--- src/bba_pkg.sv ---
package bba_pkg;

    localparam int unsigned BBA_MAX_BLOCKS = 1024;

    localparam int unsigned OP_W   = 2;
    localparam int unsigned IDX_W  = 10;
    localparam int unsigned CNT_W  = 11;
    localparam int unsigned ST_W   = 2;
    localparam int unsigned BYTE_W = 8;
    localparam int unsigned APB_DW = 32;
    localparam int unsigned APB_AW = 3;

    localparam logic [CNT_W-1:0] BLOCK_COUNT_RST = 11'd1024;

    localparam logic [OP_W-1:0] OP_FIND = 2'd0;
    localparam logic [OP_W-1:0] OP_SET  = 2'd1;
    localparam logic [OP_W-1:0] OP_CLR  = 2'd2;

    localparam logic [ST_W-1:0] ST_OK    = 2'd0;
    localparam logic [ST_W-1:0] ST_NONE  = 2'd1;
    localparam logic [ST_W-1:0] ST_RANGE = 2'd2;

    localparam logic [APB_AW-1:0] REG_BLOCK_COUNT = 3'd0;

    // Bit 7 of a bitmap byte is the lowest block, so the search runs from the top bit.
    function automatic logic [2:0] first_clear(input logic [BYTE_W-1:0] b);
        logic [2:0] pos;
        pos = '0;
        for (int i = 0; i < BYTE_W; i++) begin
            if (!b[i]) begin
                pos = 3'(BYTE_W - 1 - i);
            end
        end
        return pos;
    endfunction

endpackage

--- src/bba_if.sv ---
interface bba_req_if;
    import bba_pkg::*;
    logic             valid;
    logic             ready;
    logic [OP_W-1:0]  opcode;
    logic [IDX_W-1:0] block_index;

    modport source (output valid, output opcode, output block_index, input ready);
    modport sink (input valid, input opcode, input block_index, output ready);
endinterface

interface bba_rsp_if;
    import bba_pkg::*;
    logic             valid;
    logic             ready;
    logic [IDX_W-1:0] found_index;
    logic [ST_W-1:0]  status;

    modport source (output valid, output found_index, output status, input ready);
    modport sink (input valid, input found_index, input status, output ready);
endinterface

--- src/bba_ram.sv ---
module bba_ram #(
    parameter int unsigned WIDTH = 8,
    parameter int unsigned DEPTH = 128,
    localparam int unsigned AW = (DEPTH > 1) ? $clog2(DEPTH) : 1
) (
    input  logic             i_clk,
    input  logic             i_wr_en,
    input  logic [AW-1:0]    i_wr_addr,
    input  logic [WIDTH-1:0] i_wr_data,
    input  logic [AW-1:0]    i_rd_addr,
    output logic [WIDTH-1:0] o_rd_data
);

    logic [WIDTH-1:0] r_mem [DEPTH];
    logic [WIDTH-1:0] r_rd_data;

    always_ff @(posedge i_clk) begin
        if (i_wr_en) begin
            r_mem[i_wr_addr] <= i_wr_data;
        end
        r_rd_data <= r_mem[i_rd_addr];
    end

    assign o_rd_data = r_rd_data;

endmodule

--- src/bba_engine.sv ---
module bba_engine #(
    parameter int unsigned MAX_BLOCKS = bba_pkg::BBA_MAX_BLOCKS
) (
    input  logic                      i_clk,
    input  logic                      i_rst_n,
    input  logic [bba_pkg::CNT_W-1:0] i_block_count,
    bba_req_if.sink                   i_req,
    bba_rsp_if.source                 o_rsp
);
    import bba_pkg::*;

    localparam int unsigned DEPTH    = (MAX_BLOCKS + 7) / 8;
    localparam int unsigned AW       = (DEPTH > 1) ? $clog2(DEPTH) : 1;
    localparam int unsigned CNT_MAX  = (1 << CNT_W) - 1;
    localparam int unsigned CAP      = (MAX_BLOCKS < CNT_MAX) ? MAX_BLOCKS : CNT_MAX;
    localparam int unsigned KW       = CNT_W - 3;
    localparam int unsigned SCAN_MAX = (DEPTH < (CNT_MAX >> 3)) ? DEPTH : (CNT_MAX >> 3);

    typedef enum logic [2:0] {
        S_CLEAR,
        S_IDLE,
        S_FIND,
        S_UPD,
        S_RESP
    } t_state;

    t_state r_state, n_state;

    logic [AW-1:0]     r_clr, n_clr;
    logic [KW-1:0]     r_k, n_k;
    logic [KW-1:0]     r_limit, n_limit;
    logic [OP_W-1:0]   r_op, n_op;
    logic [2:0]        r_bit, n_bit;
    logic [AW-1:0]     r_addr, n_addr;
    logic [IDX_W-1:0]  r_res_found, n_res_found;
    logic [ST_W-1:0]   r_res_status, n_res_status;
    logic              r_out_valid, n_out_valid;
    logic [IDX_W-1:0]  r_found, n_found;
    logic [ST_W-1:0]   r_status, n_status;

    logic [CNT_W-1:0]  eff_count;
    logic [KW-1:0]     scan_bytes;
    logic [KW-1:0]     scan_limit;
    logic [KW-1:0]     k_next;
    logic              idx_bad;
    logic [BYTE_W-1:0] bit_mask;

    logic              wr_en;
    logic [AW-1:0]     wr_addr;
    logic [BYTE_W-1:0] wr_data;
    logic [AW-1:0]     rd_addr;
    logic [BYTE_W-1:0] rd_data;

    bba_ram #(
        .WIDTH (BYTE_W),
        .DEPTH (DEPTH)
    ) u_ram (
        .i_clk     (i_clk),
        .i_wr_en   (wr_en),
        .i_wr_addr (wr_addr),
        .i_wr_data (wr_data),
        .i_rd_addr (rd_addr),
        .o_rd_data (rd_data)
    );

    assign eff_count  = (i_block_count > CNT_W'(CAP)) ? CNT_W'(CAP) : i_block_count;
    assign scan_bytes = eff_count[CNT_W-1:3];
    assign scan_limit = (scan_bytes > KW'(SCAN_MAX)) ? KW'(SCAN_MAX) : scan_bytes;
    assign idx_bad    = ({1'b0, i_req.block_index} >= eff_count);
    assign k_next     = r_k + KW'(1);
    assign bit_mask   = 8'h80 >> r_bit;

    assign i_req.ready       = (r_state == S_IDLE);
    assign o_rsp.valid       = r_out_valid;
    assign o_rsp.found_index = r_found;
    assign o_rsp.status      = r_status;

    always_comb begin
        n_state      = r_state;
        n_clr        = r_clr;
        n_k          = r_k;
        n_limit      = r_limit;
        n_op         = r_op;
        n_bit        = r_bit;
        n_addr       = r_addr;
        n_res_found  = r_res_found;
        n_res_status = r_res_status;
        n_out_valid  = r_out_valid;
        n_found      = r_found;
        n_status     = r_status;
        wr_en        = 1'b0;
        wr_addr      = r_clr;
        wr_data      = '0;
        rd_addr      = AW'(r_k);

        if (o_rsp.ready) begin
            n_out_valid = 1'b0;
        end

        case (r_state)
            S_CLEAR: begin
                wr_en   = 1'b1;
                wr_addr = r_clr;
                n_clr   = r_clr + AW'(1);
                if (r_clr == AW'(DEPTH - 1)) begin
                    n_state = S_IDLE;
                end
            end
            S_IDLE: begin
                if (i_req.valid) begin
                    n_op        = i_req.opcode;
                    n_bit       = i_req.block_index[2:0];
                    n_addr      = AW'(i_req.block_index[IDX_W-1:3]);
                    n_res_found = i_req.block_index;
                    case (i_req.opcode)
                        OP_FIND: begin
                            n_k          = '0;
                            n_limit      = scan_limit;
                            n_res_found  = '0;
                            n_res_status = ST_NONE;
                            rd_addr      = '0;
                            n_state      = (scan_limit == '0) ? S_RESP : S_FIND;
                        end
                        OP_SET, OP_CLR: begin
                            rd_addr = AW'(i_req.block_index[IDX_W-1:3]);
                            if (idx_bad) begin
                                n_res_status = ST_RANGE;
                                n_state      = S_RESP;
                            end else begin
                                n_res_status = ST_OK;
                                n_state      = S_UPD;
                            end
                        end
                        default: begin
                            n_res_status = ST_RANGE;
                            n_state      = S_RESP;
                        end
                    endcase
                end
            end
            S_FIND: begin
                // The read for the following byte is issued while this one is checked.
                rd_addr = AW'(k_next);
                if (rd_data != '1) begin
                    n_res_found  = IDX_W'({r_k, first_clear(rd_data)});
                    n_res_status = ST_OK;
                    n_state      = S_RESP;
                end else if (k_next == r_limit) begin
                    n_state = S_RESP;
                end else begin
                    n_k = k_next;
                end
            end
            S_UPD: begin
                wr_en   = 1'b1;
                wr_addr = r_addr;
                wr_data = (r_op == OP_SET) ? (rd_data | bit_mask) : (rd_data & ~bit_mask);
                n_state = S_RESP;
            end
            S_RESP: begin
                if (!r_out_valid || o_rsp.ready) begin
                    n_out_valid = 1'b1;
                    n_found     = r_res_found;
                    n_status    = r_res_status;
                    n_state     = S_IDLE;
                end
            end
            default: begin
                n_state = S_IDLE;
            end
        endcase
    end

    always_ff @(posedge i_clk) begin
        if (!i_rst_n) begin
            r_state     <= S_CLEAR;
            r_clr       <= '0;
            r_out_valid <= 1'b0;
        end else begin
            r_state     <= n_state;
            r_clr       <= n_clr;
            r_out_valid <= n_out_valid;
        end
        r_k          <= n_k;
        r_limit      <= n_limit;
        r_op         <= n_op;
        r_bit        <= n_bit;
        r_addr       <= n_addr;
        r_res_found  <= n_res_found;
        r_res_status <= n_res_status;
        r_found      <= n_found;
        r_status     <= n_status;
    end

    a_write_only_clear_or_update: assert property (@(posedge i_clk) disable iff (!i_rst_n)
        wr_en |-> (r_state == S_CLEAR || r_state == S_UPD))
        else $error("bitmap written outside clear pass or update");

    a_scan_within_limit: assert property (@(posedge i_clk) disable iff (!i_rst_n)
        r_state == S_FIND |-> r_k < r_limit)
        else $error("scan index reached the scan limit");

    a_update_follows_accept: assert property (@(posedge i_clk) disable iff (!i_rst_n)
        r_state == S_UPD |-> $past(i_req.valid && i_req.ready))
        else $error("update without an accepted transaction");

    a_result_from_resp: assert property (@(posedge i_clk) disable iff (!i_rst_n)
        $rose(r_out_valid) |-> $past(r_state == S_RESP))
        else $error("result presented without a finished request");

endmodule

--- src/block_bitmap_allocator.sv ---
// Free-block bitmap allocator. One bit per block, held as bytes in a synchronous RAM;
// bit 7 of byte k stands for block 8k, and a set bit means the block is in use.
// Requests arrive on i_req (valid/ready with opcode and block_index): find returns the
// lowest free block among the first block_count/8 bytes, set marks a block used and
// clear marks it free. Each request gives one transaction on o_rsp with found_index
// and status (ok, none free, or index out of range).
// block_count is written over the APB port at address 0 and reads back there.
// One request is worked on at a time. A set or clear reads its byte from the RAM, writes
// it back in the update state and passes to the response state. A rejected request, or a
// find with no bytes to scan, goes straight to the response state. A find reads one
// bitmap byte per cycle until it meets a byte with a clear bit or reaches the scan limit.
// The response state loads the output register, raising o_rsp.valid, and frees i_req for
// the next request at the same time.
// After reset the bitmap RAM is cleared one byte per cycle, all (MAX_BLOCKS+7)/8 bytes
// (128 by default), during which i_req.ready stays low; block_count returns to 1024.
// The result sits in an output register, so a new request is accepted while the
// receiver stalls; that request finishes and then waits until the register is taken.
module block_bitmap_allocator #(
    parameter int unsigned MAX_BLOCKS = bba_pkg::BBA_MAX_BLOCKS
) (
    input  logic                       i_clk,
    input  logic                       i_rst_n,
    bba_req_if.sink                    i_req,
    bba_rsp_if.source                  o_rsp,
    input  logic                       psel,
    input  logic                       penable,
    input  logic                       pwrite,
    input  logic [bba_pkg::APB_AW-1:0] paddr,
    input  logic [bba_pkg::APB_DW-1:0] pwdata,
    output logic [bba_pkg::APB_DW-1:0] prdata,
    output logic                       pready
);
    import bba_pkg::*;

    logic [CNT_W-1:0] r_block_count;
    logic             reg_hit;

    // Registers sit on 4-byte steps, so the register index is the upper address bit.
    assign reg_hit = (paddr[APB_AW-1:2] == REG_BLOCK_COUNT[APB_AW-1:2]);

    always_ff @(posedge i_clk) begin
        if (!i_rst_n) begin
            r_block_count <= BLOCK_COUNT_RST;
        end else if (psel && penable && pwrite && reg_hit) begin
            r_block_count <= pwdata[CNT_W-1:0];
        end
    end

    assign pready = 1'b1;
    assign prdata = reg_hit ? APB_DW'(r_block_count) : '0;

    bba_engine #(
        .MAX_BLOCKS (MAX_BLOCKS)
    ) u_engine (
        .i_clk         (i_clk),
        .i_rst_n       (i_rst_n),
        .i_block_count (r_block_count),
        .i_req         (i_req),
        .o_rsp         (o_rsp)
    );

endmodule
--- src/flat_wrapper.sv ---
// flat-port wrapper written by rule: the top's interface ports become plain ports
module block_bitmap_allocator_flat import bba_pkg::*;
#(
    parameter int unsigned MAX_BLOCKS = bba_pkg::BBA_MAX_BLOCKS
)
  (i_clk, i_rst_n, psel, penable, pwrite, paddr, pwdata, prdata, pready, i_req_valid, i_req_opcode, i_req_block_index, i_req_ready, o_rsp_valid, o_rsp_found_index, o_rsp_status, o_rsp_ready);
  bba_req_if i_req_i ();
  bba_rsp_if o_rsp_i ();
  input  logic i_clk;
  input  logic i_rst_n;
  input  logic psel;
  input  logic penable;
  input  logic pwrite;
  input  logic [bba_pkg::APB_AW-1:0] paddr;
  input  logic [bba_pkg::APB_DW-1:0] pwdata;
  output logic [bba_pkg::APB_DW-1:0] prdata;
  output logic pready;
  input wire logic [$bits(i_req_i.valid)-1:0] i_req_valid;
  input wire logic [$bits(i_req_i.opcode)-1:0] i_req_opcode;
  input wire logic [$bits(i_req_i.block_index)-1:0] i_req_block_index;
  output wire logic [$bits(i_req_i.ready)-1:0] i_req_ready;
  output wire logic [$bits(o_rsp_i.valid)-1:0] o_rsp_valid;
  output wire logic [$bits(o_rsp_i.found_index)-1:0] o_rsp_found_index;
  output wire logic [$bits(o_rsp_i.status)-1:0] o_rsp_status;
  input wire logic [$bits(o_rsp_i.ready)-1:0] o_rsp_ready;
  assign i_req_i.valid = i_req_valid;
  assign i_req_i.opcode = i_req_opcode;
  assign i_req_i.block_index = i_req_block_index;
  assign i_req_ready = i_req_i.ready;
  assign o_rsp_valid = o_rsp_i.valid;
  assign o_rsp_found_index = o_rsp_i.found_index;
  assign o_rsp_status = o_rsp_i.status;
  assign o_rsp_i.ready = o_rsp_ready;
  block_bitmap_allocator #(.MAX_BLOCKS(MAX_BLOCKS)) u_core (.i_clk(i_clk), .i_rst_n(i_rst_n), .i_req(i_req_i), .o_rsp(o_rsp_i), .psel(psel), .penable(penable), .pwrite(pwrite), .paddr(paddr), .pwdata(pwdata), .prdata(prdata), .pready(pready));
endmodule
--- config.mk ---
export PLATFORM = sky130hd
export DESIGN_NAME = block_bitmap_allocator_flat
export DESIGN_NICKNAME = d
export VERILOG_FILES = /design/src/bba_pkg.sv /design/src/bba_if.sv /design/src/bba_ram.sv /design/src/bba_engine.sv /design/src/block_bitmap_allocator.sv /design/src/flat_wrapper.sv
export SDC_FILE = /design/constraint.sdc
export NUM_CORES = 2
export LEC_CHECK = 0
export BUFFER_PORTS_ARGS = -buffer_cell sky130_fd_sc_hd__buf_2
export CAP_MARGIN = 0
export CORE_UTILIZATION = 40
export CTS_CLUSTER_DIAMETER = 80
export DETAILED_ROUTE_END_ITERATION = 10
export GPL_ROUTABILITY_DRIVEN = 1
export GPL_TIMING_DRIVEN = 0
export REMOVE_ABC_BUFFERS = 1
export SYNTH_ARGS = -nofsm -noshare
export SYNTH_HDL_FRONTEND = slang
export SYNTH_SLANG_ARGS = --single-unit
--- constraint.sdc ---
create_clock -name i_clk -period 4.8 [get_ports i_clk]
set_input_delay 0.96 -clock i_clk [delete_from_list [all_inputs] [get_ports i_clk]]
set_output_delay 0.96 -clock i_clk [all_outputs]
set_load 0.03 [all_outputs]
# [Yosys cells after proc, flatten, opt, wreduce, memory -nomap -nowiden]
# Memories as Yosys holds them, arrays and structs flattened. A register that Yosys moved wholly into a read port is not among the register bits.
# Index checks and enable logic that the tools add are counted.
[totals] reg_bits=74 ramBits=1024 out_inout_bits=47 elab_cells=105 mem_count=1
[mem_list] name="u_core.u_engine.u_ram.r_mem" words=128 word_bits=8 read_ports=1 rd_ports_with_merged_regs=1 write_ports=1 line_no="bba_ram.sv:14" rtl="logic [WIDTH-1:0] r_mem [DEPTH];"
[classes] add_sub_neg=2 magnitude_cmp=3 n_eq_ne=18 shift=1 mux=46 n_bitwise=4 n_reduce_logical=17
[ops] cell="$mux W8" count=7
[ops] cell="$mux W3" count=15
[ops] cell="$mux W10" count=3
[ops] cell="$pmux W7 S2" count=2
[ops] cell="$mux W11" count=2
[ops] cell="$pmux W10 S2" count=1
[ops] cell="$pmux W8 S2" count=1
[ops] cell="$pmux W3 S5" count=1
[ops] cell="$mux W7" count=2
[ops] cell="$ne A2 B2 Y1 const B" count=6
[ops] cell="$ge A10 B11 Y1" count=1
[ops] cell="$gt A11 B11 Y1 const B" count=1
[ops] cell="$add A8 B1 Y8 const B" count=1
[ops] cell="$and A8 B8 Y8" count=1
[ops] cell="$eq A8 B8 Y1" count=1
[ops] cell="$gt A8 B8 Y1 const B" count=1
[ops] cell="$logic_not A8 Y1" count=1
[ops] cell="$ne A8 B8 Y1 const B" count=1
[ops] cell="$not A8 Y8" count=1
[ops] cell="$or A8 B8 Y8" count=1
[ops] cell="$pmux W2 S2" count=2
[ops] cell="$shr A8 B3 Y8 const A" count=1
[ops] cell="$add A7 B1 Y7 const B" count=1
[ops] cell="$eq A7 B7 Y1 const B" count=1
[ops] cell="22 further kinds" count=36

# [Depth between registers and ports, before layout]
[logic_depth] word_depth=10 depth_mapped=16 mapped_depth_nobuf=11

# [Cells and area by module]
# Synthesis repeated with hierarchy kept, for this count alone.
[hier_totals] cells_unflattened=2044 area_unflattened_um2=43819.5
[by_module_without_submodules] mod="bba_ram" instances=1 cells_each=1635 area_each_um2=39665.5 seq_area_each_um2=30909.6
[by_module_without_submodules] mod="bba_engine" instances=1 cells_each=325 area_each_um2=3447.1 seq_area_each_um2=1781.7
[by_module_without_submodules] mod="block_bitmap_allocator" instances=1 cells_each=84 area_each_um2=706.9 seq_area_each_um2=220.2

# [Worst setup path before layout]
# OpenSTA, ideal clock, no wires.
[synth_path] path_type="reg2reg" from="register u_core.u_engine.r_state[2]" to="memory u_core.u_engine.u_ram.r_mem[0][4], data pin" setup_ns=0.796 t_arrival_ns=4.156 required_ns=4.004 slack_ns=-0.151 stages_incl_launch_ff=8 n_path_buf=4 cell_sequence="dfxtp_1 > buf_6 > clkbuf_1 > inv_1 > nand3_1 > clkbuf_1 > clkbuf_1 > nor2_1"
[synth_between] elab_chain_len=2
[synth_rtl] item="from (decl)" line_no="bba_engine.sv:27" rtl="t_state r_state, n_state;"
[synth_rtl] item="from (signal assigned)" line_no="bba_engine.sv:180" rtl="r_state <= n_state;"
[synth_rtl] item="$eq A3 B2 Y1" line_no="bba_engine.sv:100" rtl="case (r_state)"
[synth_rtl] item="$mux W8" line_no="bba_engine.sv:100"
[synth_rtl] item="named net u_core.u_engine.u_ram.i_wr_data[4]" line_no="bba_ram.sv:9" rtl="input logic [WIDTH-1:0] i_wr_data,"
[synth_rtl] item="to (decl)" line_no="bba_ram.sv:14"
# The timed path passes the listed nets, and every way through them passes these cells.

# [Final worst setup path]
[layout_path] from="input port i_req_opcode[0]" to="register u_core.u_engine.u_ram.r_rd_data[6] (netlist: u_core.u_engine.u_ram.o_rd_data[6]) (read register of u_core.u_engine.u_ram.r_mem)"
[layout_between] elab_chain_len=5 word_cells_on_any_way=7 classes_between="2 x eq/ne; 3 x mux; 2 x reduce/logical"
[layout_rtl] item="from (decl)" line_no="flat_wrapper.sv:19" rtl="input wire logic [$bits(i_req_i.opcode)-1:0] i_req_opcode;"
[layout_rtl] item="$eq A2 B1 Y1 / $eq A2 B2 Y1 (equally long branches)" line_no="bba_engine.sv:115" rtl="case (i_req.opcode)"
[layout_rtl] item="$reduce_or A2 Y1" line_no="bba_engine.sv:115"
[layout_rtl] item="$pmux W7 S2 *" line_no="bba_engine.sv:115"
[layout_rtl] item="$mux W7 *" line_no="bba_engine.sv:110" rtl="if (i_req.valid) begin"
[layout_rtl] item="$pmux W7 S2 *" line_no="bba_engine.sv:100"
[layout_rtl] item="to (decl)" line_no="bba_ram.sv:15" rtl="logic [WIDTH-1:0] r_rd_data;"
# Mark *: on every way between the ends. The rest lies on a longest branch, timed or not.
# A chain may end at the register's enable or synchronous reset.

==> impl_metrics.tcl <==
set metrics [dict create \
    start_util_pct 40.5 \
    multiInputGateArea_mm2 0.0119 \
    maxCapViolCount 0 \
    status "completed" \
    grt_max_degree 63 \
    syn-instance-count 3469 \
    cts_made_buffers 113 \
    port_buffers 55 \
    synth_fa_ha_area_share_pct 0.383 \
    num-fill-cells 9914 \
    final-max-slew-violation-count 0 \
    drtPass1Iterations 6 \
    stdcell_count 5104 \
    crit_arrival_ns 5.27 \
    worst_setup_path_end_kind "register" \
    synthFlopType "edfxtp_1" \
    ctsHtreeMaxLevel 3 \
    area_growth_pct 14.4 \
    core_mm2 0.113 \
    fin_skew_ns 0.0369 \
    regArea_mm2 0.0329 \
    grt_overflow_total 0 \
    crit_chain "buf_2 > inv_1 > ha_1 > and3b_1 > a31oi_4 > o21a_4 > buf_16 > buf_12 > buf_16 > nand3_1 > a21oi_1 > nor3_1 > o211ai_1 > nand4_1 > nor4_4" \
    die_area_mm2 0.116 \
    holdCritPathClass "register to register" \
    rsz0062_at_grt "false" \
    cts_tree "done" \
    worst_ep_required_time_ns 5.38 \
    num-nets-final 3582 \
    routedWlPerCell_um 23.2 \
    critPathMaxStageDelay_ns 0.57 \
    final.min_clock_period_ns 4.69 \
    grt_pass1_wl_um 175000 \
    synth_top_family_by_area "simple AND/OR/NAND/NOR gates" \
    setup_viol_count_final 0 \
    drive_gt1_share_pct 9.94 \
    clkSlewWorstSetupHoldPaths_ns 0.06 \
    final_common_cell "edfxtp_1" \
    synth-compound-area-share_pct 5.71 \
    power.density_mw_per_mm2 420 \
    wl_um 118000 \
    most-common-layout-cells "edfxtp_1, nand2_1, nand3_1" \
    worst_slew_pin_slew_ns 1.46 \
    clk-insertion-delay-late_ns 0.69 \
    die_w_um 340 \
    fin_tns_setup_ns 0 \
    drt_iter0_drc 2959 \
    cp_num_buf_inv 5 \
    synth_warnings 0 \
    cts_root_buf "clkbuf_16" \
    placed_cells 4889 \
    relSlewSlack_pct 2.07 \
    seq_area_frac_synth_pct 71.9 \
    muxShareOfSynthArea_pct 3.94 \
    critPathMaxFanout 57 \
    synth-xor-area-share_pct 0.345 \
    clockBufferDepth 3 \
    synthArstFlopShare_pct 0 \
    p_leak_nw 19.1 \
    crit_slowest_cell "nand4_1" \
    max_freq_ghz 0.213 \
    synth_edf_count 1076 \
    synth_area_mm2 0.0457 \
    hpwl_um 74300 \
    vdd_drop_max_mv 0.307 \
    ioPinCount 101 \
    antenna_found_initial 1 \
    ys_seq_elements 1106 \
    start_kind "input port" \
    ys_types 81 \
    clkSinkCount 1106 \
    die-height_um 340 \
    antenna_left 0 \
    postSynthAreaPerCell_um2 13.2 \
    drc 0 \
    core.rowCount 123 \
    finalHoldViolCount 0 \
    gr-usage-all-layers_pct 20.1 \
    crit_type "input port to register" \
    grt_pass1_vias 27176 \
    crit_family "simple AND/OR/NAND/NOR gates" \
    vias 28167 \
    place_congestion 0.849 \
    post_drt_via_cell_ratio 5.52 \
    min_period_over_period_pct 97.7 \
    yosys.area_share.simple_pct 14.8 \
    timing.critical_path.mode_cell "buf_16" \
]
timing repair:
action                     4_1_cts  5_1_grt
setup buffers                    2        5
pin swaps                        2        6
setup endpoints to repair       16      193
resized for setup               16        5
cloned                           2        1
hold buffers                     0        0
final timing paths:
check	startpoint	slack (ns)	endpoint	cells after the start
hold reg to reg	u_core.u_engine.r_res_status[1]	0.42	u_core.u_engine.o_rsp.status[1]	0
setup / recovery	i_req_opcode[0]	0.11	u_core.u_engine.u_ram.o_rd_data[6]	15
hold / removal	u_core.u_engine.r_res_status[1]	0.42	u_core.u_engine.o_rsp.status[1]	0
setup reg to reg	u_core.u_engine.r_state[2]	0.13	u_core.u_engine.u_ram.o_rd_data[6]	13
per-stage QoR:
step                power, W  utilization, %  worst slack, ns  hold slack [ns]  cell area, µm²
floorplan             0.0129               -           -15.14            0.400           44600
global placement      0.0142            41.4           -31.19            0.403           46800
detailed placement    0.0140            43.2            -1.19            0.405           48800
CTS                   0.0220            46.3           0.0386            0.419           52300
global route          0.0226            46.3           0.0705            0.429           52400
finish                0.0220            46.4            0.110            0.419           52400
cell usage after synthesis, types with 8 or more instances:
library cell,number,area [µm²]
nand2b_1,11,68.8
mux2i_1,178,1780
o211ai_1,12,90.1
nand4_1,24,150
o21ai_0,25,125
nor2_1,162,608
buf_1,10,37.5
nand3b_1,13,97.6
edfxtp_1,1076,32300
nor4_1,19,119
clkbuf_1,96,360
nor4_2,8,100
nor3_1,17,85.1
o22ai_1,36,225
a21boi_0,22,165
a32oi_1,29,254
a311o_1,21,210
nand3_1,288,1440
a311oi_1,39,342
a211oi_1,8,60.1
buf_6,10,113
buf_4,42,315
inv_1,20,75.1
o31ai_1,12,90.1
and3_1,70,438
ha_1,14,175
a21oi_1,95,475
buf_2,79,395
nor2b_1,22,138
and2_1,10,62.6
xnor2_1,13,114
nand2_1,849,3190
dfxtp_1,30,601
power breakdown:
group | leakage, nW | total [W] | internal, W | switching, W
clock network | 1.64 | 0.00812 | 0.00446 | 0.00365
registers | 12.1 | 0.0107 | 0.0106 | 0.0000942
logic | 5.40 | 0.00312 | 0.000977 | 0.00214
total | 19.1 | 0.0220 | 0.0161 | 0.00589
layer usage:
| layer | vias up | global-route usage (%) | wire [µm] | part of all wire [%] |
|---|---|---|---|---|
| met5 | - | 0 | 0 | 0 |
| met2 | 1019 | 32.5 | 56100 | 47 |
| met4 | 0 | 6.89 | 3830 | 3.2 |
| li1 | 12898 | - | - | - |
| met1 | 14045 | 27.5 | 49900 | 42 |
| met3 | 205 | 3.19 | 8440 | 7.1 |
registers in the layout, summed over array words and instances (netlist names):
name,flops
u_core.r_block_count,11
u_core.u_engine.r_res_found,10
u_core.u_engine.r_clr,7
u_core.u_engine.o_rsp.valid,1
u_core.u_engine.u_ram.o_rd_data,8
u_core.u_engine.r_k,8
u_core.u_engine.r_bit,3
u_core.u_engine.o_rsp.found_index,10
u_core.u_engine.u_ram.r_mem,1024
u_core.u_engine.r_op,2
u_core.u_engine.r_limit,8
u_core.u_engine.r_state,3
u_core.u_engine.r_res_status,2
u_core.u_engine.o_rsp.status,2
u_core.u_engine.r_addr,7
layout make-up:
cell class                      instances  area share [%]
Clock buffer                          141            5.64
Clock inverter                         63           0.822
Multi-Input combinational cell       2128            22.8
Antenna cell                            1         0.00478
Timing Repair Buffer                  144            4.11
Sequential cell                      1106            62.9
Inverter                               21           0.153
Tap cell                             1500            3.58
cell families after synthesis:
group / count (synthesis)
xor gates and xnor gates: 18
adders and majority gates: 14
DFF: 1106
other: 2
muxes: 180
and+or+nand+nor: 1527
buffers and inverters: 258
AOI/OAI and AO/OA: 364
(Power assumes the default switching activity.)
